### config.mk
export PLATFORM = sky130hd
export DESIGN_NAME = watchpoint_range_table
export DESIGN_NICKNAME = d
export VERILOG_FILES = /design/src/hdl/wrt_pkg.sv /design/src/hdl/wrt_cell.sv /design/src/hdl/watchpoint_range_table.sv
export SDC_FILE = /design/constraint.sdc
export NUM_CORES = 1
export LEC_CHECK = 0
export BUFFER_PORTS_ARGS = -buffer_cell sky130_fd_sc_hd__buf_2
export CAP_MARGIN = 20
export CORE_ASPECT_RATIO = 1.4
export CORE_MARGIN = 2
export CORE_UTILIZATION = 41
export CTS_CLUSTER_DIAMETER = 150
export DETAILED_ROUTE_END_ITERATION = 16
export REMOVE_ABC_BUFFERS = 1
export SLEW_MARGIN = 40
export SYNTH_ARGS = -nofsm -noshare
export SYNTH_HDL_FRONTEND = slang
export SYNTH_HIERARCHICAL = 1
export SYNTH_SLANG_ARGS = --single-unit
### constraint.sdc
create_clock -name clk -period 10.5 [get_ports clk]
set_input_delay 1.575 -clock clk [delete_from_list [all_inputs] [get_ports clk]]
set_output_delay 1.575 -clock clk [all_outputs]
set_load 0.01 [all_outputs]
### src/hdl/wrt_pkg.sv
// ---------------------------------------------------------------------------
// wrt_pkg: shared types and constants for the watchpoint range table
// Entry layout, request word layout, per-cell control and the op codes.
// ---------------------------------------------------------------------------
package wrt_pkg;

  localparam int DEPTH      = 8;
  localparam int IDX_W      = (DEPTH > 1) ? $clog2(DEPTH) : 1;
  localparam int CNT_W      = $clog2(DEPTH + 1);
  localparam int IN_INDEX_W = 4;
  localparam int CMP_W      = (CNT_W > IN_INDEX_W) ? CNT_W : IN_INDEX_W;
  localparam int ADDR_W     = 22;
  localparam int LEN_W      = 16;
  localparam int LADDR_W    = 16;
  localparam int OUT_HIT_W  = 4;
  localparam int OUT_CNT_W  = 4;
  localparam int MODE_W     = 3;
  localparam int S_TDATA_W  = 88;
  localparam int M_TDATA_W  = 16;

  typedef enum logic [MODE_W-1:0] {
    MODE_ADD    = 3'd0,
    MODE_REMOVE = 3'd1,
    MODE_SET_EN = 3'd2,
    MODE_CLEAR  = 3'd3,
    MODE_FIND   = 3'd4,
    MODE_CHECK  = 3'd5
  } mode_t;

  typedef enum logic [1:0] {
    ST_IDLE,
    ST_EXEC,
    ST_RESOLVE
  } state_t;

  typedef struct packed {
    logic [ADDR_W-1:0] start;
    logic [LEN_W-1:0]  length;
    logic              phys;
    logic              en;
    logic              rd;
    logic              wr;
  } entry_t;

  typedef struct packed {
    mode_t                 mode;
    logic [ADDR_W-1:0]     address;
    logic [LEN_W-1:0]      length;
    logic                  is_physical;
    logic                  on_read;
    logic                  on_write;
    logic [IN_INDEX_W-1:0] index;
    logic                  enable_value;
    logic [LADDR_W-1:0]    logical_address;
    logic [ADDR_W-1:0]     physical_address;
    logic                  is_read;
  } req_t;

  typedef struct packed {
    logic             eval;
    logic             add_go;
    logic             rem_go;
    logic             sen_go;
    logic [IDX_W-1:0] idx;
    logic [CNT_W-1:0] count;
  } cell_ctl_t;

endpackage

### src/hdl/wrt_cell.sv
// ---------------------------------------------------------------------------
// wrt_cell: one watchpoint slot
// Holds one entry, takes its upper neighbor's entry on remove, and compares
// its entry against the current find or check request.
// ---------------------------------------------------------------------------
module wrt_cell (
  input  logic                     clk,
  input  wrt_pkg::cell_ctl_t       ctl,
  input  wrt_pkg::req_t            req,
  input  logic [wrt_pkg::IDX_W-1:0] cell_id,
  input  wrt_pkg::entry_t          next_entry,
  output wrt_pkg::entry_t          entry,
  output logic                     match,
  output logic                     live_en
);

  logic                        valid;
  logic                        add_here;
  logic                        shift_here;
  logic                        set_here;
  logic [wrt_pkg::ADDR_W-1:0]  acc;
  logic [wrt_pkg::ADDR_W-1:0]  diff;
  logic                        in_range;
  logic                        dir_ok;
  logic                        check_hit;
  logic                        find_hit;
  logic                        match_next;
  wrt_pkg::entry_t             new_entry;

  assign valid      = wrt_pkg::CNT_W'(cell_id) < ctl.count;
  assign add_here   = ctl.add_go && (wrt_pkg::CNT_W'(cell_id) == ctl.count);
  assign shift_here = ctl.rem_go && (cell_id >= ctl.idx);
  assign set_here   = ctl.sen_go && (cell_id == ctl.idx);
  assign live_en    = valid && entry.en;

  always_comb begin
    new_entry.start  = req.address;
    new_entry.length = req.length;
    new_entry.phys   = req.is_physical;
    new_entry.en     = 1'b1;
    new_entry.rd     = req.on_read;
    new_entry.wr     = req.on_write;
  end

  // half-open range test against the address of the entry's kind
  assign acc      = entry.phys ? req.physical_address
                               : wrt_pkg::ADDR_W'(req.logical_address);
  assign diff     = acc - entry.start;
  assign in_range = (acc >= entry.start) && (diff < wrt_pkg::ADDR_W'(entry.length));
  assign dir_ok   = req.is_read ? entry.rd : entry.wr;

  assign check_hit = valid && entry.en && dir_ok && in_range;
  assign find_hit  = valid && (entry.start == req.address) && (entry.phys == req.is_physical);

  always_comb begin
    case (req.mode)
      wrt_pkg::MODE_FIND:  match_next = find_hit;
      wrt_pkg::MODE_CHECK: match_next = check_hit;
      default:             match_next = 1'b0;
    endcase
  end

  always_ff @(posedge clk) begin
    if (ctl.eval) begin
      match <= match_next;
    end
    if (add_here) begin
      entry <= new_entry;
    end else if (shift_here) begin
      entry <= next_entry;
    end else if (set_here) begin
      entry.en <= req.enable_value;
    end
  end

endmodule

### src/hdl/watchpoint_range_table.sv
// ---------------------------------------------------------------------------
// watchpoint_range_table: debug watchpoint table with range checking
// A row of cells holds the entries; a small sequencer applies one operation
// per word and resolves the lowest matching cell.
// ---------------------------------------------------------------------------
// an accepted word passes through the exec (cell update) and resolve (priority
//   resolve) states of the sequencer before its result word is loaded; the next
//   word is taken only after resolve, which waits while the output is still full
// a new word is taken while the previous result still waits on m_tready
// reset (rst, synchronous): count and active cleared, result empty;
//   entry contents are left as they are and never read before written
module watchpoint_range_table (
  input  logic                          clk,
  input  logic                          rst,
  input  logic                          s_tvalid,
  output logic                          s_tready,
  // address[21:0], length[37:22], is_physical[38], on_read[39], on_write[40],
  // index[44:41], enable_value[45], logical_address[61:46],
  // physical_address[83:62], is_read[84], zero fill above
  input  logic [wrt_pkg::S_TDATA_W-1:0] s_tdata,
  // mode[2:0]
  input  logic [wrt_pkg::MODE_W-1:0]    s_tuser,
  output logic                          m_tvalid,
  input  logic                          m_tready,
  // ok[0], hit_index[4:1], entry_count[8:5], any_active[9], zero fill above
  output logic [wrt_pkg::M_TDATA_W-1:0] m_tdata
);

  wrt_pkg::state_t             state;
  wrt_pkg::state_t             state_next;
  wrt_pkg::req_t               req;
  wrt_pkg::cell_ctl_t          ctl;
  logic [wrt_pkg::CNT_W-1:0]   count;
  logic [wrt_pkg::CNT_W-1:0]   count_next;
  logic                        active;
  logic                        active_next;
  logic                        op_ok;
  logic                        op_ok_next;
  logic                        recompute;
  logic                        recompute_next;
  logic                        in_accept;
  logic                        eval;
  logic                        res_load;
  logic                        idx_ok;
  logic                        add_ok;
  logic [wrt_pkg::DEPTH-1:0]   match;
  logic [wrt_pkg::DEPTH-1:0]   live_en;
  logic [wrt_pkg::IDX_W-1:0]   hit_idx;
  logic                        any_match;
  logic                        ok_res;
  logic [wrt_pkg::OUT_HIT_W-1:0] hit_res;
  logic                        active_res;
  wrt_pkg::entry_t             cell_entry [wrt_pkg::DEPTH];

  // ---------------- sequencer ----------------
  always_comb begin
    state_next = state;
    case (state)
      wrt_pkg::ST_IDLE:    if (s_tvalid) state_next = wrt_pkg::ST_EXEC;
      wrt_pkg::ST_EXEC:    state_next = wrt_pkg::ST_RESOLVE;
      wrt_pkg::ST_RESOLVE: if (!m_tvalid || m_tready) state_next = wrt_pkg::ST_IDLE;
      default:             state_next = wrt_pkg::ST_IDLE;
    endcase
  end

  always_comb begin
    s_tready = 1'b0;
    eval     = 1'b0;
    res_load = 1'b0;
    case (state)
      wrt_pkg::ST_IDLE:    s_tready = 1'b1;
      wrt_pkg::ST_EXEC:    eval = 1'b1;
      wrt_pkg::ST_RESOLVE: res_load = !m_tvalid || m_tready;
      default:             s_tready = 1'b0;
    endcase
  end

  assign in_accept = s_tvalid && s_tready;

  // ---------------- operation decode ----------------
  assign idx_ok = wrt_pkg::CMP_W'(req.index) < wrt_pkg::CMP_W'(count);
  assign add_ok = (count < wrt_pkg::CNT_W'(wrt_pkg::DEPTH)) && (req.length != '0)
                  && (req.on_read || req.on_write);

  always_comb begin
    count_next     = count;
    active_next    = active;
    op_ok_next     = 1'b0;
    recompute_next = 1'b0;
    ctl.eval       = eval;
    ctl.add_go     = 1'b0;
    ctl.rem_go     = 1'b0;
    ctl.sen_go     = 1'b0;
    ctl.idx        = req.index[wrt_pkg::IDX_W-1:0];
    ctl.count      = count;
    case (req.mode)
      wrt_pkg::MODE_ADD: begin
        if (add_ok) begin
          ctl.add_go  = eval;
          count_next  = count + 1'b1;
          active_next = 1'b1;
          op_ok_next  = 1'b1;
        end
      end
      wrt_pkg::MODE_REMOVE: begin
        if (idx_ok) begin
          ctl.rem_go     = eval;
          count_next     = count - 1'b1;
          op_ok_next     = 1'b1;
          recompute_next = 1'b1;
        end
      end
      wrt_pkg::MODE_SET_EN: begin
        if (idx_ok) begin
          ctl.sen_go     = eval;
          op_ok_next     = 1'b1;
          recompute_next = 1'b1;
        end
      end
      wrt_pkg::MODE_CLEAR: begin
        count_next  = '0;
        active_next = 1'b0;
        op_ok_next  = 1'b1;
      end
      default: op_ok_next = 1'b0;
    endcase
  end

  // ---------------- cell row ----------------
  for (genvar g = 0; g < wrt_pkg::DEPTH; g++) begin : g_cell
    wrt_pkg::entry_t nb;
    if (g == wrt_pkg::DEPTH - 1) begin : g_top
      assign nb = '0;
    end else begin : g_mid
      assign nb = cell_entry[g+1];
    end
    wrt_cell u_cell (
      .clk        (clk),
      .ctl        (ctl),
      .req        (req),
      .cell_id    (wrt_pkg::IDX_W'(g)),
      .next_entry (nb),
      .entry      (cell_entry[g]),
      .match      (match[g]),
      .live_en    (live_en[g])
    );
  end

  // ---------------- resolve ----------------
  always_comb begin
    hit_idx = '0;
    for (int i = wrt_pkg::DEPTH - 1; i >= 0; i--) begin
      if (match[i]) hit_idx = wrt_pkg::IDX_W'(i);
    end
  end

  assign any_match  = |match;
  assign active_res = recompute ? (|live_en) : active;

  always_comb begin
    case (req.mode)
      wrt_pkg::MODE_FIND:  ok_res = any_match;
      wrt_pkg::MODE_CHECK: ok_res = active && any_match;
      default:             ok_res = op_ok;
    endcase
  end

  assign hit_res = ((req.mode inside {wrt_pkg::MODE_FIND, wrt_pkg::MODE_CHECK}) && ok_res)
                   ? wrt_pkg::OUT_HIT_W'(hit_idx) : '0;

  // ---------------- registers ----------------
  always_ff @(posedge clk) begin
    if (rst) begin
      state    <= wrt_pkg::ST_IDLE;
      count    <= '0;
      active   <= 1'b0;
      m_tvalid <= 1'b0;
    end else begin
      state <= state_next;
      if (eval) begin
        count  <= count_next;
        active <= active_next;
      end else if (res_load && recompute) begin
        active <= active_res;
      end
      if (res_load) begin
        m_tvalid <= 1'b1;
      end else if (m_tready) begin
        m_tvalid <= 1'b0;
      end
    end
  end

  always_ff @(posedge clk) begin
    if (in_accept) begin
      req.mode             <= wrt_pkg::mode_t'(s_tuser);
      req.address          <= s_tdata[21:0];
      req.length           <= s_tdata[37:22];
      req.is_physical      <= s_tdata[38];
      req.on_read          <= s_tdata[39];
      req.on_write         <= s_tdata[40];
      req.index            <= s_tdata[44:41];
      req.enable_value     <= s_tdata[45];
      req.logical_address  <= s_tdata[61:46];
      req.physical_address <= s_tdata[83:62];
      req.is_read          <= s_tdata[84];
    end
    if (eval) begin
      op_ok     <= op_ok_next;
      recompute <= recompute_next;
    end
    if (res_load) begin
      m_tdata <= {6'b0, active_res, wrt_pkg::OUT_CNT_W'(count), hit_res, ok_res};
    end
  end

endmodule

Word level (Yosys, flattened, before mapping)
Index checks and enable logic that the tools add are counted.
- add/subtract/negate cells: 10
- multiply operators: 0
- divide/modulo/power cells: 0
- magnitude comparators: 34
- equal/unequal tests: 43
- shift-type cells: 0
- multiplexer cells: 96
- bitwise operators: 1
- reductions and logical operators: 115
- operator list (kind ; count):
    42-bit two-way mux ; 8
    39-bit two-way mux ; 8
    22-bit == test ; 8
    22-bit >= comparator ; 8
    22-bit by 16-bit less-than comparator with 1-bit output ; 8
    22-bit two-way mux ; 8
    22-bit subtractor ; 8
    1-bit logical AND ; 78
    1-bit two-way mux ; 41
    2-bit nonzero test ; 19
    2-bit two-way mux ; 12
    1-bit case mux with 2 select lines ; 10
    3-bit by 4-bit == test with 1-bit output, first input constant ; 4
    3-bit by 4-bit less-than comparator with 1-bit output, first input constant ; 4
    16-bit nonzero test ; 1
    8-bit OR reduction ; 2
    3-bit == test, first input constant ; 4
    3-bit >= comparator, first input constant ; 4
    3-bit two-way mux ; 4
    4-bit case mux with 3 select lines ; 1
    1-bit == test ; 8
    2-bit by 4-bit == test with 1-bit output, first input constant ; 2
    1-bit by 4-bit less-than comparator with 1-bit output, first input constant ; 2
    2-bit by 4-bit less-than comparator with 1-bit output, first input constant ; 2
    other kinds (33) ; 45
- register bits: 452
- bits in latches: 0
- memory bits (writable): 0
- memory bits (read-only): 0
- bits of input ports: 95
- output and inout bits: 18
- memories kept: 0

Logic depth before layout (Yosys ltp)
- word-level depth: 8
- mapped depth: 21
- mapped depth without buffers: 19

Cells and area by module
Netlist, hierarchy kept.
- modules (own cells, without submodules) (module ; times used ; cells each ; area an instance (um^2) ; sequential area each (um^2)):
    wrt_cell (g_cell[0].u_cell ...) ; 4 ; 401 ; 4021.4 ; 1281.2
    wrt_cell (g_cell[6].u_cell ...) ; 2 ; 423 ; 4126.5 ; 1281.2
    wrt_cell (g_cell[1].u_cell) ; 1 ; 411 ; 4101.4 ; 1281.2
    wrt_cell (g_cell[5].u_cell) ; 1 ; 407 ; 4048.9 ; 1281.2
    watchpoint_range_table ; 1 ; 209 ; 3813.7 ; 3133.0

Worst setup path before layout
No wires, ideal clock.
- kind: register -> register
- from: register g_cell[1].u_cell/entry[3] (netlist bit)
- to: register g_cell[1].u_cell.match (data pin)
- setup time: 0.165 ns
- arrival time: 4.118 ns
- required time: 10.335 ns
- setup slack: 6.217 ns
- stages on the path, launching flop included: 21
- path buffers: 2
- period minus slack after synthesis: 4.283 ns
- cells stage by stage: edfxtp_1 clkbuf_1 clkbuf_1 mux2_2 ha_1 o211ai_1 a21o_1 and2_1 o31ai_1 a21o_1 a21oi_1 xnor2_1 ha_1 a21o_1 a21o_1 a21oi_1 nor2_1 nand4bb_1 a311oi_2 o221ai_2 o31ai_2
- longest elaborated chain between the ends: 6
- elaborated cells between the ends (all ways): 9
- those cells by class: add/sub: 1; order compare: 2; eq/ne: 1; mux: 2; reduce/logical: 3
- RTL lines (element ; line ; source):
    start, declared ; wrt_cell.sv:12 ; output wrt_pkg::entry_t entry,
    start signal, assigned ; wrt_cell.sv:68 ; entry <= new_entry;
    start signal, assigned ; wrt_cell.sv:70 ; entry <= next_entry;
    22-bit two-way mux ; wrt_cell.sv:46 ; assign acc = entry.phys ? req.physical_address
    22-bit subtractor ; wrt_cell.sv:48 ; assign diff = acc - entry.start;
    22-bit by 16-bit less-than comparator with 1-bit output ; wrt_cell.sv:49 ; assign in_range = (acc >= entry.start) && (diff < wrt_pkg::ADDR_W'(entry.length));
    1-bit logical AND ; wrt_cell.sv:49 ;
    1-bit logical AND ; wrt_cell.sv:52 ; assign check_hit = valid && entry.en && dir_ok && in_range;
    1-bit case mux with 2 select lines * ; wrt_cell.sv:56 ; case (req.mode)
    via g_cell[1].u_cell.match_next ; wrt_cell.sv:27 ; logic match_next;
    end signal, assigned ; wrt_cell.sv:65 ; match <= match_next;
    end, declared ; wrt_cell.sv:13 ; output logic match,
The timed path passes the listed nets; every way through them passes the cells marked *.
A chain may end at the register's enable or synchronous reset.

Final worst setup path
- from: register g_cell[2].u_cell/entry[3] (netlist bit)
- to: register g_cell[2].u_cell.match (data pin)
- longest elaborated chain between the ends: 6
- elaborated cells between the ends (all ways): 9
- those cells by class: add/sub: 1; order compare: 2; eq/ne: 1; mux: 2; reduce/logical: 3
- RTL lines (element ; line):
    start, declared ; wrt_cell.sv:12
    start signal, assigned ; wrt_cell.sv:68
    start signal, assigned ; wrt_cell.sv:70
    22-bit two-way mux ; wrt_cell.sv:46
    22-bit subtractor ; wrt_cell.sv:48
    22-bit by 16-bit less-than comparator with 1-bit output ; wrt_cell.sv:49
    1-bit logical AND ; wrt_cell.sv:49
    1-bit logical AND ; wrt_cell.sv:52
    1-bit case mux with 2 select lines * ; wrt_cell.sv:56
    via g_cell[2].u_cell.match_next ; wrt_cell.sv:27
    end signal, assigned ; wrt_cell.sv:65
    end, declared ; wrt_cell.sv:13
Marks and branches as above.

==> metrics <==
outcome=finished clean; via count=27100; Nets=between 4000 and 5000; power per cell area=117 nW/um^2; Yosys top cell by area=edfxtp_1; pin count of the biggest net entering global routing=54; layout cells sized above 1=20.5%; Num CTS Buffers=around 50; Routed Antenna Nets=0; fin crit period=5.98 ns; Netlist Area Pre-Place=~36000 sq um; r2r endpoint=g_cell[2].u_cell/match$_DFFE_PP_; Yosys reg bits=roughly 450; Detailed Place HPWL=~98000 microns; die width=between 200 and 300 microns; HP Start=m_tvalid$_SDFFE_PP0P_; crit-path leading delay family=compound AO/OA/AOI/OAI gates; CTS tree=done; root buffer cell=clkbuf_16; RR Startpoint=g_cell[2].u_cell/entry[3]$_DFFE_PP_; most used cell, CP=ha_1; max-cap check violation count=0; switching share of power=between 20 and 30%; Int Pwr=approximately 3.4 mW; FFs w/ async S/R, synth=0%; Clock H-tree levels=2; WL/cell=~25 microns; area grow syn2layout=11.7%; Synth Flop Type=edfxtp_1; first-pass GRT wire length=177000 microns; antenna violations before repair=1; Slew @ Worst Pin=between 0.9 and 1 ns; Die Span Y=around 360 microns; crit path max-delay cell type=o31ai_2; CP max FO=24; critical path, cell by cell=buf_4 -> mux2_2 -> ha_1 -> nand4_2 -> a211oi_1 -> o311ai_1 -> nand2_1 -> a21boi_0 -> xnor2_1 -> ha_1 -> a2111oi_0 -> o211ai_1 -> a21oi_1 -> nand4_1 -> o31ai_2; GRT Util Overall=between 20% and 30%; core area=~88000 sq um; Hold Path Depth=2; WHS=between 0.5 and 0.6 ns; Post-CTS Setup Inserts=0; f_max=between 0.15 and 0.2 GHz; final non-filler cell total=4911; slack of the critical path=approximately 4.5 ns; vias per cell=about 5.5; Net Switching=~1.4 mW; GRT overflow=0; Clk network pwr share=38.9%; Row Count=around 130; Setup WS pre-CTS=4.66 ns; Detailed Routing Iterations Pass 1=7; commonest non-fill, non-tap cell in the layout=mux2_2; top cell type's share of synthesized area=a little over a third; placed insts=around 4800; Post-synth EDFFs=between 400 and 500; sequential share of power=43.6%; Critical Path End Type=flip-flop; leakage=between 15 and 20 nW; number of port buffers=roughly 100; clk sinks=between 400 and 500; Design Power=around 4.8 mW; Final Hold Fails=0; critical path startpoint category=flip-flop; setup violators final=0; min-delay worst type=flip-flop to flip-flop; vias in the first global route=about 28000; Worst path max stage delay=about 0.64 ns; Slew HR=34.1%; Setup CP Type=flip-flop to flip-flop; final wirelength=122000 microns; die area=~91000 sq um; yosys warns=6; RSZ-0062 raised after global routing=false; hold path endpoint=m_tvalid$_SDFFE_PP0P_; commonest cells after routing, fill and taps aside=mux2_2, edfxtp_1, inv_1, ha_1, xnor2_1; Tcrit/Tclk final=between 50 and 60%; Routability Congestion=0.986; clock latency on the worst-skew pair=0.63 ns; DR DRC count=0; WP data required=between 10 and 15 ns; initial DRC count=1584; Final Slew Violations=0; FF-to-FF path depth=15; Mapped Avg Cell Area=approximately 10 sq um; CTS resizes=0; Clock Skew=0.0238 ns; Buf/Inv on CP=1; Gate Count Post-Synth=between 3000 and 4000; Initial Utilization=41.2%; Area contributors post-synth=edfxtp_1, mux2_2, ha_1; clock buffer depth=3; reg-to-reg setup timing slack=between 4 and 5 ns; Comb power frac=roughly 18%; Critical Path AT=between 6 and 7 ns; Yosys cell types=between 80 and 90; worst ir drop on vdd=around 130 uV; Reg clk slew, reported paths=~0.06 ns; Setup TNS=0 ns; Seq/Total Area, Yosys=~37%; Ports=between 100 and 150; hold buffers post-CTS=0
[routing by layer]
metal / part of all wire [%] / wire, microns / vias up / global-route usage, %
li1: - / - / 13000 / -
met4: 10 / 12600 / 2 / 23.7
met5: 0.011 / 14 / - / 0
met1: 37 / 44500 / 13000 / 27.2
met3: 2.8 / 3440 / 311 / 2.40
met2: 50 / 61400 / 665 / 47.8
[how the worst max path moves through the flow]
stage	startpoint	endpoint	slack, ns	cells past startpoint
CTS	g_cell[2].u_cell/entry[3]$_DFFE_PP_	g_cell[2].u_cell/match$_DFFE_PP_	4.65	15
global route	g_cell[3].u_cell/entry[3]$_DFFE_PP_	g_cell[3].u_cell/match$_DFFE_PP_	4.49	15
global placement	g_cell[7].u_cell/entry[3]$_DFFE_PP_	g_cell[7].u_cell/match$_DFFE_PP_	4.50	17
floorplan	req[85]$_DFFE_PP_	g_cell[5].u_cell/entry[0]$_DFFE_PP_	5.86	6
detailed placement	g_cell[2].u_cell/entry[3]$_DFFE_PP_	g_cell[2].u_cell/match$_DFFE_PP_	4.66	15
finish	g_cell[2].u_cell/entry[3]$_DFFE_PP_	g_cell[2].u_cell/match$_DFFE_PP_	4.52	15
[power groups by stage]
stage | clock network (mW) | registers [mW] | logic [mW]
after global placement | 0 | 2.12 | 0.806
final | 1.85 | 2.08 | 0.835
after CTS | 1.89 | 2.08 | 0.823
after global routing | 1.96 | 2.08 | 0.906
after floorplan | 0 | 2.10 | 0.513
after detailed placement | 0 | 2.12 | 0.819
[worst register-to-register path: stages (launching register included)]
cell and delay (ns):
edfxtp_1 0.32, buf_4 0.33, mux2_2 0.41, ha_1 0.48
nand4_2 0.21, a211oi_1 0.42, o311ai_1 0.20, nand2_1 0.25
a21boi_0 0.16, xnor2_1 0.61, ha_1 0.38, a2111oi_0 0.38
o211ai_1 0.16, a21oi_1 0.55, nand4_1 0.20, o31ai_2 0.64
[stage by stage]
| stage | util [%] | area [sq um] |
|---|---|---|
| global placement | 43.9 | 38700 |
| finish | 46.0 | 40600 |
| CTS | 46.0 | 40500 |
| floorplan | - | 36200 |
| global route | 46.0 | 40600 |
| detailed placement | 44.0 | 38800 |
[logic make-up (layout without fill, tap and decap cells)]
kind of cell	after synthesis	count (layout)	synth area share (%)
AND/OR/NAND/NOR	736	736	10.7
AO/OA/AOI/OAI	620	620	11.7
buffers and inverters	500	664	5.34
multiplexers	495	495	15.2
flip-flops	451	451	36.9
adder cells (fa/ha/maj)	367	367	12.8
XOR/XNOR	306	306	7.38
other	2	93	0.0207
[cells in the mapped netlist, types with 8 or more instances]
library cell / count
nor4_1: 37
mux2_2: 440
a21oi_1: 172
nand2_1: 152
a221oi_1: 8
o21ai_0: 112
edfxtp_1: 435
inv_1: 403
o211ai_1: 27
nand4_1: 110
buf_2: 23
ha_1: 357
a21o_1: 73
dfxtp_1: 16
a21oi_2: 11
fa_1: 9
xnor2_1: 207
xor2_1: 99
mux2i_1: 51
o31ai_2: 11
a2111oi_0: 8
a31oi_1: 17
nand2b_1: 43
clkbuf_1: 66
nand3b_1: 12
o21ai_1: 18
nor2_1: 131
nor3_1: 41
o21bai_1: 14
a21boi_0: 11
nor2b_1: 73
a211oi_1: 30
and3_1: 8
and2_1: 60
o21a_1: 27
nand3_1: 31
[flip-flops by register name, summed over array words and instances, names as in the netlist]
register / count
active: 1
count: 4
ctl: 3
g_cell.u_cell/entry: 336
g_cell.u_cell/match: 8
m_tdata: 9
m_tvalid: 1
op_ok: 1
recompute: 1
req: 85
state: 2
[final cells by class]
class | count | area, sq um
Fill cell | 8397 | 47600
Multi-Input combinational cell | 2613 | 21500
Sequential cell | 451 | 13400
Inverter | 403 | 1510
Tap cell | 1179 | 1480
Clock buffer | 59 | 1340
Timing Repair Buffer | 165 | 1010
Clock inverter | 37 | 359
Antenna cell | 4 | 10.0
No activity file was read; power rests on OpenSTA's default activity.
